===== config.mk =====
export PLATFORM = sky130hd
export DESIGN_NAME = date_range_period_splitter_unit
export DESIGN_NICKNAME = d
export VERILOG_FILES = /design/src/rtl/drps_pkg.sv /design/src/rtl/date_range_period_splitter_unit.sv /design/src/rtl/drps_front.sv /design/src/rtl/drps_queue.sv /design/src/rtl/drps_back.sv
export SDC_FILE = /design/constraint.sdc
export NUM_CORES = 2
export LEC_CHECK = 0
export CORE_MARGIN = 5
export CORE_UTILIZATION = 38
export CTS_CLUSTER_SIZE = 28
export DETAILED_ROUTE_END_ITERATION = 8
export DONT_BUFFER_PORTS = 1
export HOLD_SLACK_MARGIN = 0.08
export PLACE_DENSITY = 0.53
export SLEW_MARGIN = 5
export SYNTH_ARGS = -nofsm -noshare
export SYNTH_HDL_FRONTEND = slang
export SYNTH_HIERARCHICAL = 1
export SYNTH_SLANG_ARGS = --single-unit

===== constraint.sdc =====
create_clock -name i_clk -period 14.5 [get_ports i_clk]
set_clock_uncertainty 0.05 [all_clocks]
set_input_delay 2.175 -clock i_clk [delete_from_list [all_inputs] [get_ports i_clk]]
set_output_delay 2.175 -clock i_clk [all_outputs]
set_load 0.02 [all_outputs]

===== src/rtl/drps_pkg.sv =====
`default_nettype none
// ----------------------------------------------------------------------------
// drps_pkg: shared types, constants and calendar helpers
// Packed item and result types, the job handed from front to back, and the
// Gregorian date arithmetic used by both halves of the splitter.
// ----------------------------------------------------------------------------
package drps_pkg;

    localparam int DATE_W  = 23;
    localparam int YEAR_W  = 14;
    localparam int DAY_W   = 9;
    localparam int CDATA_W = 9;

    // configuration register indexes
    localparam logic REG_PERIOD_DAYS = 1'b0;
    localparam logic REG_MAX_PERIODS = 1'b1;

    // result status codes
    localparam logic [1:0] STAT_PERIOD     = 2'd0;
    localparam logic [1:0] STAT_NO_OVERLAP = 2'd1;
    localparam logic [1:0] STAT_OVERFLOW   = 2'd2;

    // modular inverse of 25 mod 2**15 and the largest image of a multiple of 25
    localparam logic [14:0] INV25     = 15'd23593;
    localparam logic [14:0] DIV25_MAX = 15'd1310;

    // days before the start of each month, common year
    localparam logic [8:0] CUM_DAYS [0:11] = '{
        9'd0, 9'd31, 9'd59, 9'd90, 9'd120, 9'd151,
        9'd181, 9'd212, 9'd243, 9'd273, 9'd304, 9'd334
    };

    typedef struct packed {
        logic [DATE_W-1:0] phase_first;
        logic [DATE_W-1:0] phase_last;
        logic [DATE_W-1:0] request_first;
        logic [DATE_W-1:0] request_last;
    } t_item;

    typedef struct packed {
        logic [13:0] begin_year;
        logic [3:0]  begin_month;
        logic [4:0]  begin_mday;
        logic [13:0] finish_year;
        logic [3:0]  finish_month;
        logic [4:0]  finish_mday;
        logic [5:0]  period_index;
        logic [1:0]  status;
        logic        last;
    } t_result;

    typedef struct packed {
        logic [8:0] period_days;
        logic [5:0] max_periods;
    } t_cfg;

    typedef struct packed {
        logic              no_overlap;
        logic [YEAR_W-1:0] start_year;
        logic [DAY_W-1:0]  start_day;
        logic [YEAR_W-1:0] end_year;
        logic [DAY_W-1:0]  end_day;
    } t_job;

    typedef struct packed {
        logic [YEAR_W-1:0] year;
        logic [DAY_W-1:0]  day;
    } t_ydate;

    // year one bit wider so a run can step past the last encodable year
    typedef struct packed {
        logic [YEAR_W:0]  year;
        logic [DAY_W-1:0] day;
    } t_wdate;

    typedef struct packed {
        logic [3:0] month;
        logic [4:0] mday;
    } t_md;

    typedef enum logic [1:0] {
        ST_IDLE,
        ST_PRIME,
        ST_RUN
    } t_back_state;

    function automatic logic f_is_leap(input logic [YEAR_W:0] y);
        logic [YEAR_W:0] prod;
        logic            div25;
        prod  = 15'(y * INV25);
        div25 = (prod <= DIV25_MAX);
        return ((y[1:0] == 2'd0) && !div25) || ((y[3:0] == 4'd0) && div25);
    endfunction

    function automatic logic [DAY_W-1:0] f_year_len(input logic [YEAR_W:0] y);
        return 9'd365 + {8'd0, f_is_leap(y)};
    endfunction

    // clamp the day of year into 1 .. year length
    function automatic t_ydate f_unpack(input logic [DATE_W-1:0] v);
        t_ydate          r;
        logic [DAY_W-1:0] len;
        r.year = v[22:9];
        r.day  = v[8:0];
        len    = f_year_len({1'b0, r.year});
        if (r.day == 9'd0) begin
            r.day = 9'd1;
        end
        if (r.day > len) begin
            r.day = len;
        end
        return r;
    endfunction

    // step a date forward by n days; n below 512 crosses at most two years
    function automatic t_wdate f_advance(input logic [YEAR_W:0] y,
                                         input logic [DAY_W-1:0] d,
                                         input logic [DAY_W-1:0] n);
        t_wdate          r;
        logic [9:0]      dd;
        logic [DAY_W-1:0] len0;
        logic [DAY_W-1:0] len1;
        logic [YEAR_W:0] y1;
        dd   = {1'b0, d} + {1'b0, n};
        y1   = y + 15'd1;
        len0 = f_year_len(y);
        len1 = f_year_len(y1);
        r.year = y;
        if (dd > {1'b0, len0}) begin
            dd     = dd - {1'b0, len0};
            r.year = y1;
            if (dd > {1'b0, len1}) begin
                dd     = dd - {1'b0, len1};
                r.year = y + 15'd2;
            end
        end
        r.day = dd[8:0];
        return r;
    endfunction

    function automatic t_md f_month_day(input logic leap, input logic [DAY_W-1:0] day);
        t_md        md;
        logic [8:0] base;
        logic [8:0] thr;
        md.month = 4'd1;
        base     = 9'd0;
        for (int i = 1; i < 12; i++) begin
            thr = CUM_DAYS[i] + ((i >= 2) ? {8'd0, leap} : 9'd0);
            if (day > thr) begin
                md.month = 4'(i + 1);
                base     = thr;
            end
        end
        md.mday = 5'(day - base);
        return md;
    endfunction

endpackage
`default_nettype wire


===== src/rtl/date_range_period_splitter_unit.sv =====
`default_nettype none
// ----------------------------------------------------------------------------
// date_range_period_splitter_unit: split an interval overlap into periods
// Intersects a phase and a request interval and emits one beat per period.
// ----------------------------------------------------------------------------
// Usage:
//   Input: pulse start with i_item; the item is taken at an edge where start
//   is high and busy is low. busy stays high while a taken item sits in the
//   front's capture and clamp registers and while the job queue is full.
//   Output: each beat is on o_result for one cycle with o_strobe high; the
//   receiver cannot stall, so every beat must be taken when shown. The final
//   beat of an item has last set.
//   Config: write period_days (index 0) or max_periods (index 1) through
//   i_cfg_we/i_cfg_idx/i_cfg_data while the block is idle.
//   Path: a taken item is registered, clamped, classified and queued; an
//   idle sequencer pops it and registers a no-overlap beat, or primes the
//   first period and then emits one period beat per cycle.
//   Flow: the front takes no new item while the last is still in its
//   registers; the period sequencer pops a run job, primes it and emits
//   its period beats and any overflow beat, and answers a no-overlap job
//   from idle. Classification of later items proceeds meanwhile into a
//   QUEUE_DEPTH-entry job queue.
//   Reset: clears the queue and sequencer and loads period_days 1 and
//   max_periods 63.
// ----------------------------------------------------------------------------
module date_range_period_splitter_unit #(
    parameter int QUEUE_DEPTH = 2
) (
    input  wire logic                         i_clk,
    input  wire logic                         i_rst_n,
    input  wire logic                         start,
    output logic                              busy,
    input  wire drps_pkg::t_item              i_item,
    output logic                              o_strobe,
    output drps_pkg::t_result                 o_result,
    input  wire logic                         i_cfg_we,
    input  wire logic                         i_cfg_idx,
    input  wire logic [drps_pkg::CDATA_W-1:0] i_cfg_data
);
    import drps_pkg::*;

    t_cfg r_cfg;
    logic w_push, w_pop, w_q_valid, w_q_full;
    t_job w_push_job, w_head_job;

    always_ff @(posedge i_clk) begin
        if (!i_rst_n) begin
            r_cfg.period_days <= 9'd1;
            r_cfg.max_periods <= 6'd63;
        end else if (i_cfg_we) begin
            unique case (i_cfg_idx)
                REG_PERIOD_DAYS: r_cfg.period_days <= i_cfg_data;
                REG_MAX_PERIODS: r_cfg.max_periods <= i_cfg_data[5:0];
                default:         r_cfg <= r_cfg;
            endcase
        end
    end

    drps_front u_front (
        .i_clk    (i_clk),
        .i_rst_n  (i_rst_n),
        .i_start  (start),
        .i_item   (i_item),
        .i_q_full (w_q_full),
        .o_busy   (busy),
        .o_push   (w_push),
        .o_job    (w_push_job)
    );

    drps_queue #(
        .DEPTH (QUEUE_DEPTH)
    ) u_queue (
        .i_clk   (i_clk),
        .i_rst_n (i_rst_n),
        .i_push  (w_push),
        .i_job   (w_push_job),
        .i_pop   (w_pop),
        .o_valid (w_q_valid),
        .o_full  (w_q_full),
        .o_job   (w_head_job)
    );

    drps_back u_back (
        .i_clk     (i_clk),
        .i_rst_n   (i_rst_n),
        .i_cfg     (r_cfg),
        .i_q_valid (w_q_valid),
        .i_job     (w_head_job),
        .o_pop     (w_pop),
        .o_strobe  (o_strobe),
        .o_result  (o_result)
    );

endmodule
`default_nettype wire


===== src/rtl/drps_front.sv =====
`default_nettype none
// ----------------------------------------------------------------------------
// drps_front: input capture and interval classification
// Registers an accepted item, clamps the four dates, intersects the two
// intervals and pushes either a no-overlap job or a run job to the queue.
// ----------------------------------------------------------------------------
module drps_front (
    input  wire logic            i_clk,
    input  wire logic            i_rst_n,
    input  wire logic            i_start,
    input  wire drps_pkg::t_item i_item,
    input  wire logic            i_q_full,
    output logic                 o_busy,
    output logic                 o_push,
    output drps_pkg::t_job       o_job
);
    import drps_pkg::*;

    logic   r_s1_vld;
    logic   r_s2_vld;
    t_item  r_item;
    t_ydate r_pf, r_pl, r_rf, r_rl;
    logic   w_accept;

    logic [DATE_W-1:0] w_pf_key, w_pl_key, w_rf_key, w_rl_key;
    logic [DATE_W-1:0] w_os_key, w_oe_key;
    t_ydate            w_os, w_oe;

    // one item in flight; the queue has room for it whenever it was accepted
    assign o_busy   = r_s1_vld | r_s2_vld | i_q_full;
    assign w_accept = i_start & ~o_busy;

    always_ff @(posedge i_clk) begin
        if (!i_rst_n) begin
            r_s1_vld <= 1'b0;
            r_s2_vld <= 1'b0;
        end else begin
            r_s1_vld <= w_accept;
            r_s2_vld <= r_s1_vld;
        end
    end

    always_ff @(posedge i_clk) begin
        if (w_accept) begin
            r_item <= i_item;
        end
        if (r_s1_vld) begin
            r_pf <= f_unpack(r_item.phase_first);
            r_pl <= f_unpack(r_item.phase_last);
            r_rf <= f_unpack(r_item.request_first);
            r_rl <= f_unpack(r_item.request_last);
        end
    end

    always_comb begin
        w_pf_key = {r_pf.year, r_pf.day};
        w_pl_key = {r_pl.year, r_pl.day};
        w_rf_key = {r_rf.year, r_rf.day};
        w_rl_key = {r_rl.year, r_rl.day};
        // overlap runs from the later start to the earlier end
        w_os     = (w_pf_key >= w_rf_key) ? r_pf : r_rf;
        w_oe     = (w_pl_key <= w_rl_key) ? r_pl : r_rl;
        w_os_key = {w_os.year, w_os.day};
        w_oe_key = {w_oe.year, w_oe.day};

        o_push           = r_s2_vld;
        o_job.no_overlap = (w_pl_key <= w_rf_key) || (w_pf_key >= w_rl_key)
                           || (w_os_key > w_oe_key);
        o_job.start_year = w_os.year;
        o_job.start_day  = w_os.day;
        o_job.end_year   = w_oe.year;
        o_job.end_day    = w_oe.day;
    end

endmodule
`default_nettype wire


===== src/rtl/drps_queue.sv =====
`default_nettype none
// ----------------------------------------------------------------------------
// drps_queue: job queue between classifier and period sequencer
// Small register FIFO; the head entry is visible while the queue is not empty.
// ----------------------------------------------------------------------------
module drps_queue #(
    parameter int DEPTH = 2
) (
    input  wire logic           i_clk,
    input  wire logic           i_rst_n,
    input  wire logic           i_push,
    input  wire drps_pkg::t_job i_job,
    input  wire logic           i_pop,
    output logic                o_valid,
    output logic                o_full,
    output drps_pkg::t_job      o_job
);
    import drps_pkg::*;

    localparam int PW = (DEPTH > 1) ? $clog2(DEPTH) : 1;
    localparam int CW = $clog2(DEPTH + 1);

    t_job          r_mem [DEPTH];
    logic [PW-1:0] r_wr_ptr, r_rd_ptr;
    logic [CW-1:0] r_count;

    assign o_valid = (r_count != '0);
    assign o_full  = (r_count == CW'(DEPTH));
    assign o_job   = r_mem[r_rd_ptr];

    always_ff @(posedge i_clk) begin
        if (!i_rst_n) begin
            r_wr_ptr <= '0;
            r_rd_ptr <= '0;
            r_count  <= '0;
        end else begin
            if (i_push) begin
                r_wr_ptr <= (r_wr_ptr == PW'(DEPTH - 1)) ? '0 : r_wr_ptr + 1'b1;
            end
            if (i_pop) begin
                r_rd_ptr <= (r_rd_ptr == PW'(DEPTH - 1)) ? '0 : r_rd_ptr + 1'b1;
            end
            unique case ({i_push, i_pop})
                2'b10:   r_count <= r_count + 1'b1;
                2'b01:   r_count <= r_count - 1'b1;
                default: r_count <= r_count;
            endcase
        end
    end

    always_ff @(posedge i_clk) begin
        if (i_push) begin
            r_mem[r_wr_ptr] <= i_job;
        end
    end

    a_no_overrun: assert property (@(posedge i_clk) disable iff (!i_rst_n)
        i_push |-> (!o_full || i_pop))
        else $error("job pushed into a full queue");

    a_no_underrun: assert property (@(posedge i_clk) disable iff (!i_rst_n)
        i_pop |-> o_valid)
        else $error("job popped from an empty queue");

    a_count_step: assert property (@(posedge i_clk) disable iff (!i_rst_n)
        (i_push && !i_pop) |=> (r_count == $past(r_count) + 1'b1))
        else $error("queue fill count lost a push");

endmodule
`default_nettype wire


===== src/rtl/drps_back.sv =====
`default_nettype none
// ----------------------------------------------------------------------------
// drps_back: period sequencer
// Pops a job, walks the overlap one period per cycle and emits each period
// as calendar dates; closes with a no-overlap or overflow beat when needed.
// ----------------------------------------------------------------------------
module drps_back (
    input  wire logic           i_clk,
    input  wire logic           i_rst_n,
    input  wire drps_pkg::t_cfg i_cfg,
    input  wire logic           i_q_valid,
    input  wire drps_pkg::t_job i_job,
    output logic                o_pop,
    output logic                o_strobe,
    output drps_pkg::t_result   o_result
);
    import drps_pkg::*;

    t_back_state r_state, n_state;
    logic        r_strobe, n_strobe;
    t_result     r_out, n_out;
    logic [5:0]  r_n, n_n;

    logic [YEAR_W:0]   r_nsy, n_nsy;
    logic [DAY_W-1:0]  r_nsd, n_nsd;
    logic [YEAR_W-1:0] r_oey, n_oey;
    logic [DAY_W-1:0]  r_oed, n_oed;
    logic [YEAR_W-1:0] r_cur_sy, n_cur_sy, r_cur_ey, n_cur_ey;
    logic [DAY_W-1:0]  r_cur_sd, n_cur_sd, r_cur_ed, n_cur_ed;
    logic              r_cur_last, n_cur_last;

    logic [DAY_W-1:0] w_p, w_pm1;
    t_wdate           w_end, w_nxt;
    logic [YEAR_W+DAY_W:0] w_oe_key;
    logic             w_end_over, w_nxt_over;
    t_md              w_bmd, w_fmd;

    always_ff @(posedge i_clk) begin
        if (!i_rst_n) begin
            r_state  <= ST_IDLE;
            r_strobe <= 1'b0;
            r_n      <= '0;
        end else begin
            r_state  <= n_state;
            r_strobe <= n_strobe;
            r_n      <= n_n;
        end
    end

    always_ff @(posedge i_clk) begin
        r_out      <= n_out;
        r_nsy      <= n_nsy;
        r_nsd      <= n_nsd;
        r_oey      <= n_oey;
        r_oed      <= n_oed;
        r_cur_sy   <= n_cur_sy;
        r_cur_sd   <= n_cur_sd;
        r_cur_ey   <= n_cur_ey;
        r_cur_ed   <= n_cur_ed;
        r_cur_last <= n_cur_last;
    end

    // next period from the pending start: its clamped end and the start after it
    always_comb begin
        w_p        = (i_cfg.period_days == 9'd0) ? 9'd1 : i_cfg.period_days;
        w_pm1      = w_p - 9'd1;
        w_end      = f_advance(r_nsy, r_nsd, w_pm1);
        w_nxt      = f_advance(r_nsy, r_nsd, w_p);
        w_oe_key   = {1'b0, r_oey, r_oed};
        w_end_over = {w_end.year, w_end.day} > w_oe_key;
        w_nxt_over = {w_nxt.year, w_nxt.day} > w_oe_key;
        w_bmd      = f_month_day(f_is_leap({1'b0, r_cur_sy}), r_cur_sd);
        w_fmd      = f_month_day(f_is_leap({1'b0, r_cur_ey}), r_cur_ed);
    end

    always_comb begin
        n_state    = r_state;
        n_strobe   = 1'b0;
        n_out      = r_out;
        n_n        = r_n;
        n_nsy      = r_nsy;
        n_nsd      = r_nsd;
        n_oey      = r_oey;
        n_oed      = r_oed;
        n_cur_sy   = r_cur_sy;
        n_cur_sd   = r_cur_sd;
        n_cur_ey   = r_cur_ey;
        n_cur_ed   = r_cur_ed;
        n_cur_last = r_cur_last;
        o_pop      = 1'b0;

        unique case (r_state)
            ST_IDLE: begin
                if (i_q_valid) begin
                    o_pop = 1'b1;
                    if (i_job.no_overlap) begin
                        n_strobe     = 1'b1;
                        n_out        = '0;
                        n_out.status = STAT_NO_OVERLAP;
                        n_out.last   = 1'b1;
                    end else begin
                        n_nsy   = {1'b0, i_job.start_year};
                        n_nsd   = i_job.start_day;
                        n_oey   = i_job.end_year;
                        n_oed   = i_job.end_day;
                        n_n     = '0;
                        n_state = ST_PRIME;
                    end
                end
            end
            ST_PRIME: begin
                n_cur_sy   = r_nsy[YEAR_W-1:0];
                n_cur_sd   = r_nsd;
                n_cur_ey   = w_end_over ? r_oey : w_end.year[YEAR_W-1:0];
                n_cur_ed   = w_end_over ? r_oed : w_end.day;
                n_cur_last = w_nxt_over;
                n_nsy      = w_nxt.year;
                n_nsd      = w_nxt.day;
                n_state    = ST_RUN;
            end
            ST_RUN: begin
                n_strobe = 1'b1;
                if (r_n >= i_cfg.max_periods) begin
                    n_out              = '0;
                    n_out.period_index = r_n;
                    n_out.status       = STAT_OVERFLOW;
                    n_out.last         = 1'b1;
                    n_state            = ST_IDLE;
                end else begin
                    n_out.begin_year   = r_cur_sy;
                    n_out.begin_month  = w_bmd.month;
                    n_out.begin_mday   = w_bmd.mday;
                    n_out.finish_year  = r_cur_ey;
                    n_out.finish_month = w_fmd.month;
                    n_out.finish_mday  = w_fmd.mday;
                    n_out.period_index = r_n;
                    n_out.status       = STAT_PERIOD;
                    n_out.last         = r_cur_last;
                    if (r_cur_last) begin
                        n_state = ST_IDLE;
                    end else begin
                        // advance to the following period
                        n_n        = r_n + 6'd1;
                        n_cur_sy   = r_nsy[YEAR_W-1:0];
                        n_cur_sd   = r_nsd;
                        n_cur_ey   = w_end_over ? r_oey : w_end.year[YEAR_W-1:0];
                        n_cur_ed   = w_end_over ? r_oed : w_end.day;
                        n_cur_last = w_nxt_over;
                        n_nsy      = w_nxt.year;
                        n_nsd      = w_nxt.day;
                    end
                end
            end
            default: begin
                n_state = ST_IDLE;
            end
        endcase
    end

    assign o_strobe = r_strobe;
    assign o_result = r_out;

    a_count_bound: assert property (@(posedge i_clk) disable iff (!i_rst_n)
        (r_state == ST_RUN) |-> (r_n <= i_cfg.max_periods))
        else $error("period count ran past the limit");

    a_index_bound: assert property (@(posedge i_clk) disable iff (!i_rst_n)
        (r_strobe && r_out.status == STAT_PERIOD) |-> (r_out.period_index < i_cfg.max_periods))
        else $error("period emitted beyond the limit");

    a_close_beat: assert property (@(posedge i_clk) disable iff (!i_rst_n)
        (r_strobe && r_out.status != STAT_PERIOD)
        |-> (r_out.last && r_out.begin_year == '0 && r_out.finish_year == '0))
        else $error("closing beat carries dates or is not last");

    a_pop_idle: assert property (@(posedge i_clk) disable iff (!i_rst_n)
        o_pop |-> (r_state == ST_IDLE && i_q_valid))
        else $error("job taken outside idle");

endmodule
`default_nettype wire


Word-level counts from Yosys, hierarchy flattened. Memories as Yosys holds them, arrays and structs flattened. A register that Yosys moved wholly into a read port is not among the register bits. Index checks and enable logic that the tools add are counted.

Add/subtract/negate cells: 42. Multiply operators: 8. Magnitude comparators: 46. Eq/ne operators: 11. Multiplexer cells: 120. Bitwise gates (word level): 6. Reduce and logical (&&, ||, !) cells: 70.

Operators with widths (count): 9-bit 2-to-1 mux (26); 55-bit 2-to-1 mux (3); 9-bit > comparator (18); 15-bit by 11-bit <= comparator with 1-bit output, second input constant (8); 15-bit 2-to-1 mux (8); 5-bit 2-to-1 mux (22); 55-bit case mux with 2 select lines (1); 9-bit by 1-bit adder with 9-bit output, first input constant (12); 14-bit by 15-bit multiplier with 15-bit output, second input constant (6); 8-bit by 1-bit adder with 9-bit output, first input constant (8); 14-bit 2-to-1 mux (5); 14-bit case mux with 2 select lines (2); 24-bit by 23-bit > comparator with 1-bit output (2); 23-bit greater-or-equal comparator (2); 23-bit <= comparator (2); 23-bit 2-to-1 mux (2); 9-bit zero test (5); 15-bit case mux with 3 select lines (1); 10-bit by 9-bit > comparator with 1-bit output (4); 4-bit 2-to-1 mux (10); 9-bit by 8-bit > comparator with 1-bit output (4); 9-bit case mux with 2 select lines (2); 7-bit by 1-bit adder with 8-bit output, first input constant (4); 4-bit zero test (8); other kinds (43) (138).

Bits in registers: 363. Bits in writable memories: 94. Bits of input ports: 106. Output and inout bits: 57. Word-level logic and storage cells: 344. Memories: 1.

Memories: u_queue.r_mem (words 2, bits a word 47, rd ports 1, clocked after Yosys merged registers in 1, wr ports 1, RTL line drps_queue.sv:23) `t_job r_mem [DEPTH];`.

Logic depth before layout (Yosys ltp).
Depth after elaboration: 20. Mapped depth: 53. Depth with buffers taken out: 49.

By module. The synthesis kept the hierarchy.

By module, submodules not included: drps_back (times used 1, cells each 1847, area an instance 17775.8 um^2, seq. area each 4654.5 um^2); drps_front (times used 1, cells each 1260, area an instance 14884.3 um^2, seq. area each 5565.3 um^2); drps_queue (times used 1, cells each 168, area an instance 3603.5 um^2, seq. area each 2922.8 um^2); date_range_period_splitter_unit (times used 1, cells each 68, area an instance 658.1 um^2, seq. area each 300.3 um^2).

Worst setup path after synthesis. No wires, ideal clock.

Path kind: reg2reg. Start point: reg u_back.r_nsy[1]. End point: reg u_back.r_cur_ed[0], data pin. Arrival time: 10.060 ns. Data required time: 14.190 ns. Slack: 4.130 ns. Cell stages (with the launch flop): 50. Path buffers: 3. Cells stage by stage: edfxtp_1 -> ha_1 -> buf_2 -> and4_1 -> clkbuf_1 -> nand2_1 -> nor3_1 -> and4_1 -> nand2_1 -> xnor2_1 -> fa_1 -> inv_1 -> ha_1 -> fa_1 -> fa_1 -> ha_1 -> xor2_1 -> xnor2_1 -> (+14 left out) -> mux2i_1 -> mux2_2 -> ha_1 -> nor2b_1 -> o21a_1 -> o21a_1 -> o21ai_0 -> a21oi_1 -> o31ai_1 -> a21oi_1 -> o31a_1 -> o21a_1 -> o21a_1 -> o21ai_0 -> nor2b_1 -> mux2i_2 -> buf_6 -> mux2_4.

Word-level cells in the longest chain between the ends: 15.

RTL lines: start, declared (RTL line drps_back.sv:24) `logic [YEAR_W:0] r_nsy, n_nsy;`; start signal, assigned (RTL line drps_back.sv:52) `r_nsy <= n_nsy;`; 15-bit by 1-bit adder with 15-bit output / 15-bit by 15-bit multiplier with 15-bit output (equally long branches) (RTL line drps_pkg.sv:125, drps_pkg.sv:90); 15-bit by 15-bit multiplier with 15-bit output / 15-bit by 11-bit <= comparator with 1-bit output (equally long branches) (RTL line drps_pkg.sv:90, drps_pkg.sv:91); 15-bit by 11-bit <= comparator with 1-bit output / 1-bit zero test (equally long branches) (RTL line drps_pkg.sv:91, drps_pkg.sv:92); 1-bit zero test / 1-bit logical AND (equally long branches) (RTL line drps_pkg.sv:92) `return ((y[1:0] == 2'd0) && !div25) || ((y[3:0] == 4'd0) && div25);`; 1-bit logical AND / 1-bit logical OR (equally long branches) (RTL line drps_pkg.sv:92); 1-bit logical OR / 9-bit by 1-bit adder with 9-bit output (equally long branches) (RTL line drps_pkg.sv:92, drps_pkg.sv:96); 9-bit by 1-bit adder with 9-bit output / 10-bit by 9-bit subtractor with 10-bit output (equally long branches) (RTL line drps_pkg.sv:96, drps_pkg.sv:130); 9-bit subtractor / 10-bit by 9-bit > comparator with 1-bit output (equally long branches) (RTL line drps_pkg.sv:133, drps_pkg.sv:132); 9-bit 2-to-1 mux / 15-bit 2-to-1 mux (equally long branches) (RTL line drps_pkg.sv:132) `if (dd > {1'b0, len1}) begin`; 9-bit 2-to-1 mux / 15-bit 2-to-1 mux (equally long branches) (RTL line drps_pkg.sv:129) `if (dd > {1'b0, len0}) begin`; 24-bit by 23-bit > comparator with 1-bit output (RTL line drps_back.sv:70) `w_end_over = {w_end.year, w_end.day} > w_oe_key;`; 9-bit 2-to-1 mux * (RTL line drps_back.sv:115, drps_back.sv:147); 9-bit 2-to-1 mux (RTL line drps_back.sv:139) `if (r_cur_last) begin`; 9-bit 2-to-1 mux (RTL line drps_back.sv:123) `if (r_n >= i_cfg.max_periods) begin`; 9-bit case mux with 2 select lines * (RTL line drps_back.sv:92) `unique case (r_state)`; via u_back.n_cur_ed[0] (RTL line drps_back.sv:29) `logic [DAY_W-1:0] r_cur_sd, n_cur_sd, r_cur_ed, n_cur_ed;`; end signal, assigned (RTL line drps_back.sv:59) `r_cur_ed <= n_cur_ed;`; end, declared (RTL line drps_back.sv:29).

Mark *: on every way through the listed nets, which the timed path passes. The rest lies on a longest branch. The select of a mux whose other input is x is not followed. A chain may end at the register's enable or synchronous reset.

Worst setup path in the final report.
Start point: reg u_back.r_nsy[2]. End point: reg u_back.r_cur_ey[13], data pin.

Word-level cells in the longest chain between the ends: 15.

RTL lines: 15-bit by 1-bit adder with 15-bit output / 15-bit by 15-bit multiplier with 15-bit output (equally long branches) (RTL line drps_pkg.sv:125, drps_pkg.sv:90); 15-bit by 15-bit multiplier with 15-bit output / 15-bit by 11-bit <= comparator with 1-bit output (equally long branches) (RTL line drps_pkg.sv:90, drps_pkg.sv:91); 15-bit by 11-bit <= comparator with 1-bit output / 1-bit zero test (equally long branches) (RTL line drps_pkg.sv:91, drps_pkg.sv:92); 1-bit zero test / 1-bit logical AND (equally long branches) (RTL line drps_pkg.sv:92); 1-bit logical AND / 1-bit logical OR (equally long branches) (RTL line drps_pkg.sv:92); 1-bit logical OR / 9-bit by 1-bit adder with 9-bit output (equally long branches) (RTL line drps_pkg.sv:92, drps_pkg.sv:96); 9-bit by 1-bit adder with 9-bit output / 10-bit by 9-bit subtractor with 10-bit output (equally long branches) (RTL line drps_pkg.sv:96, drps_pkg.sv:130); 9-bit subtractor / 10-bit by 9-bit > comparator with 1-bit output (equally long branches) (RTL line drps_pkg.sv:133, drps_pkg.sv:132); 9-bit 2-to-1 mux / 15-bit 2-to-1 mux (equally long branches) (RTL line drps_pkg.sv:132); 9-bit 2-to-1 mux / 15-bit 2-to-1 mux (equally long branches) (RTL line drps_pkg.sv:129); 24-bit by 23-bit > comparator with 1-bit output (RTL line drps_back.sv:70); 14-bit 2-to-1 mux * (RTL line drps_back.sv:114, drps_back.sv:146); 14-bit 2-to-1 mux (RTL line drps_back.sv:139); 14-bit 2-to-1 mux (RTL line drps_back.sv:123); 14-bit case mux with 2 select lines * (RTL line drps_back.sv:92); via u_back.n_cur_ey[13] (RTL line drps_back.sv:28) `logic [YEAR_W-1:0] r_cur_sy, n_cur_sy, r_cur_ey, n_cur_ey;`; end signal, assigned (RTL line drps_back.sv:58) `r_cur_ey <= n_cur_ey;`; end, declared (RTL line drps_back.sv:28).

Marked as above.

==> results.md <==
* Final Cycle Share at between 80% and 90%
* Top delay family on crit path: adder cells
* Remaining global-route overflow at 0
* Final hold violations at 0
* Reg2reg end: u_back/r_cur_ey[13]$_DFFE_PP_
* Detailed Route Iter0 Violations at 1310
* Antenna cell count at 0
* Post-CTS setup buffers at 0
* Number of I/O port buffers at 0
* Post-synth top area cell: edfxtp_1
* CP startpoint: u_back/r_nsy[2]$_DFFE_PP_
* Cells taking the most area after synthesis: edfxtp_1 35%, ha_1 21%, fa_1 5.8%
* Synth Net Count at 4175
* Die area at 0.103 mm²
* Area grow syn2layout at 8.68%
* WL per Instance at approximately 19 µm
* Yosys top cell area share at 34.7%
* CP max FO at 22
* CTS root buffer: clkbuf_16
* Cell mode on critical path: xnor2_1
* CTS tree: done
* H-Tree Level Count at 2
* Synth warn at 6
* Max Cap Viol at 0
* Layout cell share with drive strength beyond 1 at 8.74%
* DP Worst Slack at 1.88 ns
* Worst hold-check path type: reg -> reg
* R2R setup slack at 1.83 ns
* Pre-antenna DRT Iters at 5
* Min Tclk post-route at 12.67 ns
* Worst-path clk slew at 0.07 ns
* Dominant cell by count in the synthesized netlist: ha_1
* Starting Density at 38.2%
* Number of global-route vias before repair at between 20000 and 25000
* Post-route DRC at 0
* GPL Wtd Cong at around 0.87
* Final setup fails at 0
* Ports at 163
* Via density at 5.15
* End of the critical path: u_back/r_cur_ey[13]$_DFFE_PP_
* Hold_buf cts at 0
* Ys async rst share at 0%
* Antenna violations before repair at 1
* Rel. slew slack at a little under a fifth
* First-pass GRT wire length at about 140000 µm
* Crit-path max cell delay at 0.60 ns
* Largest net degree at the start of global routing at just over 70
* Fmax at 78.9 MHz
* Outcome: finished, final reports clean
* Crit end category: flop
* Mean Syn Cell Area at 11.0 µm²
* Final slew viol count at 0
* WP depth at 46
* CP bufs+invs at 3
* Clk_lat worst skew at 0.66 ns
* Setup slack after layout at 1.83 ns
* Clk sink count at 458
* WP data required at 14.85 ns
* Synth Register Bits at 458
* Post-CTS sizing at 0
* Worst EP arrival at 13.03 ns
* Routed vias at 24042
* Post-synthesis sequential area ratio at a little over a third
* RSZ-0062 raised after global routing: false
* Hold Startpoint: u_front/r_item[21]$_DFFE_PP_
* DP HPWL at a little under 70000 µm
* CP startpoint kind: flop
* Chip height at 322 µm
* Syn Std Cell Area at 0.0369 mm²
* Reg-to-reg startpoint: u_back/r_nsy[2]$_DFFE_PP_
* Synth cell count leaders: 619 x ha_1, 427 x edfxtp_1, 399 x inv_1
* Core area at 0.0966 mm²
* Post-synth EDFFs at 427
* Total Nets Final at 4175
* DIE WIDTH at 322 µm
* Depth of the most critical reg-to-reg path at 46
* FILL cells at 9202
* Final ANT Viol Nets at 0
* Cells after Synth at 3343
* Gr usage total at 16.9%
* Worst-Margin Slew at 1.20 ns
* Critical path's slowest cell: edfxtp_1
* Synth cell types at 105
* Worst hold margin at 0.437 ns
* Sum Neg Setup Slack at 0 ns
* TritonCTS buffer count at 55
* Crit Path Class: reg -> reg
* WL final at 88100 µm
* Longest Clk Path Bufs at 3
* # rows at 114
* Ys flop type: edfxtp_1
## worst register-to-register path, delay by kind of cell, from the launching register on
family,cells,cell delay [ns]
compound gates,13,3.03
xor+xnor,7,1.04
fa+ha+maj,8,3.26
buf+inv,3,0.34
flops,1,0.60
mux,4,1.26
simple gates,11,2.82
## metrics by stage
stage	area (µm²)	cells	util, %
global placement	38300	4562	39.7
CTS	40100	4664	41.6
detailed placement	38300	4562	39.7
floorplan	36900	3343	-
global route	40100	4664	41.6
finish	40100	4664	41.6
## how the worst min path moves through the flow
stage | slack (ns) | depth (start not counted) | to
6_report | 0.44 | 0 | u_front/r_rl[21]$_DFFE_PP_
3_3_place_gp | 0.43 | 0 | u_front/r_rf[21]$_DFFE_PP_
4_1_cts | 0.44 | 0 | u_front/r_rl[21]$_DFFE_PP_
2_1_floorplan | 0.37 | 0 | u_back/r_cur_sy[11]$_DFFE_PP_
3_5_place_dp | 0.42 | 0 | u_front/r_rf[21]$_DFFE_PP_
5_1_grt | 0.45 | 0 | u_front/r_rf[21]$_DFFE_PP_
## sequential cells by signal (all words and copies together) (netlist names), 14 cells and up, named ones only
register and flops:
u_queue/r_mem 94, u_front/r_item 92, u_back/o_result 55, u_front/r_pf 23
u_front/r_pl 23, u_front/r_rf 23, u_front/r_rl 23, r_cfg 15
u_back/r_nsy 15, u_back/r_cur_ey 14, u_back/r_cur_sy 14, u_back/r_oey 14
## cell families after synthesis
| group | synth area share, % |
|---|---|
| mux | 5.86 |
| simple gates | 9.26 |
| compound gates | 10.5 |
| xor+xnor | 5.99 |
| buf+inv | 5.23 |
| flops | 36.4 |
| fa+ha+maj | 26.8 |
## cell usage in the layout, fill, tap and decap left out, types with 23 or more instances in the layout
master / Yosys / final
o21ai_0: 109 / 108
a21o_1: 80 / 80
ha_1: 619 / 619
edfxtp_1: 427 / 427
buf_4: 15 / 23
inv_1: 399 / 399
nor2b_1: 46 / 45
mux2_2: 110 / 110
clkbuf_16: 0 / 55
fa_1: 107 / 107
nor2_1: 162 / 161
xnor2_1: 182 / 182
a31oi_1: 27 / 27
o21a_1: 29 / 29
mux2i_1: 51 / 51
nand2b_1: 33 / 33
and3_1: 34 / 33
and2_1: 25 / 23
a21oi_1: 134 / 134
xor2_1: 65 / 65
dfxtp_1: 31 / 29
nor3_1: 48 / 48
nand4_1: 39 / 39
nand2_1: 129 / 129
nand3_1: 56 / 56
## area by class of cell
cell class                      count  area, µm²  share of cell area (%)
Tap cell                         1276       1600                    3.98
Sequential cell                   458      13400                    33.5
Clock inverter                     41        400                   0.998
Clock buffer                       61       1400                    3.49
Inverter                          402       1510                    3.77
Multi-Input combinational cell   2403      21600                    53.8
Timing Repair Buffer               23        173                   0.430
## metal layers
| metal | up-vias | GRT usage [%] | routed length, µm |
|---|---|---|---|
| met5 | - | 0 | 13 |
| met4 | 2 | 5.48 | 2810 |
| met3 | 142 | 2.45 | 3340 |
| met2 | 417 | 28.3 | 41000 |
| met1 | 11439 | 22.7 | 40900 |
| li1 | 12042 | - | - |
Power is left out: the tool's default activity adds up to more than one toggle a clock period on the data nets, which glitch-free logic cannot reach.
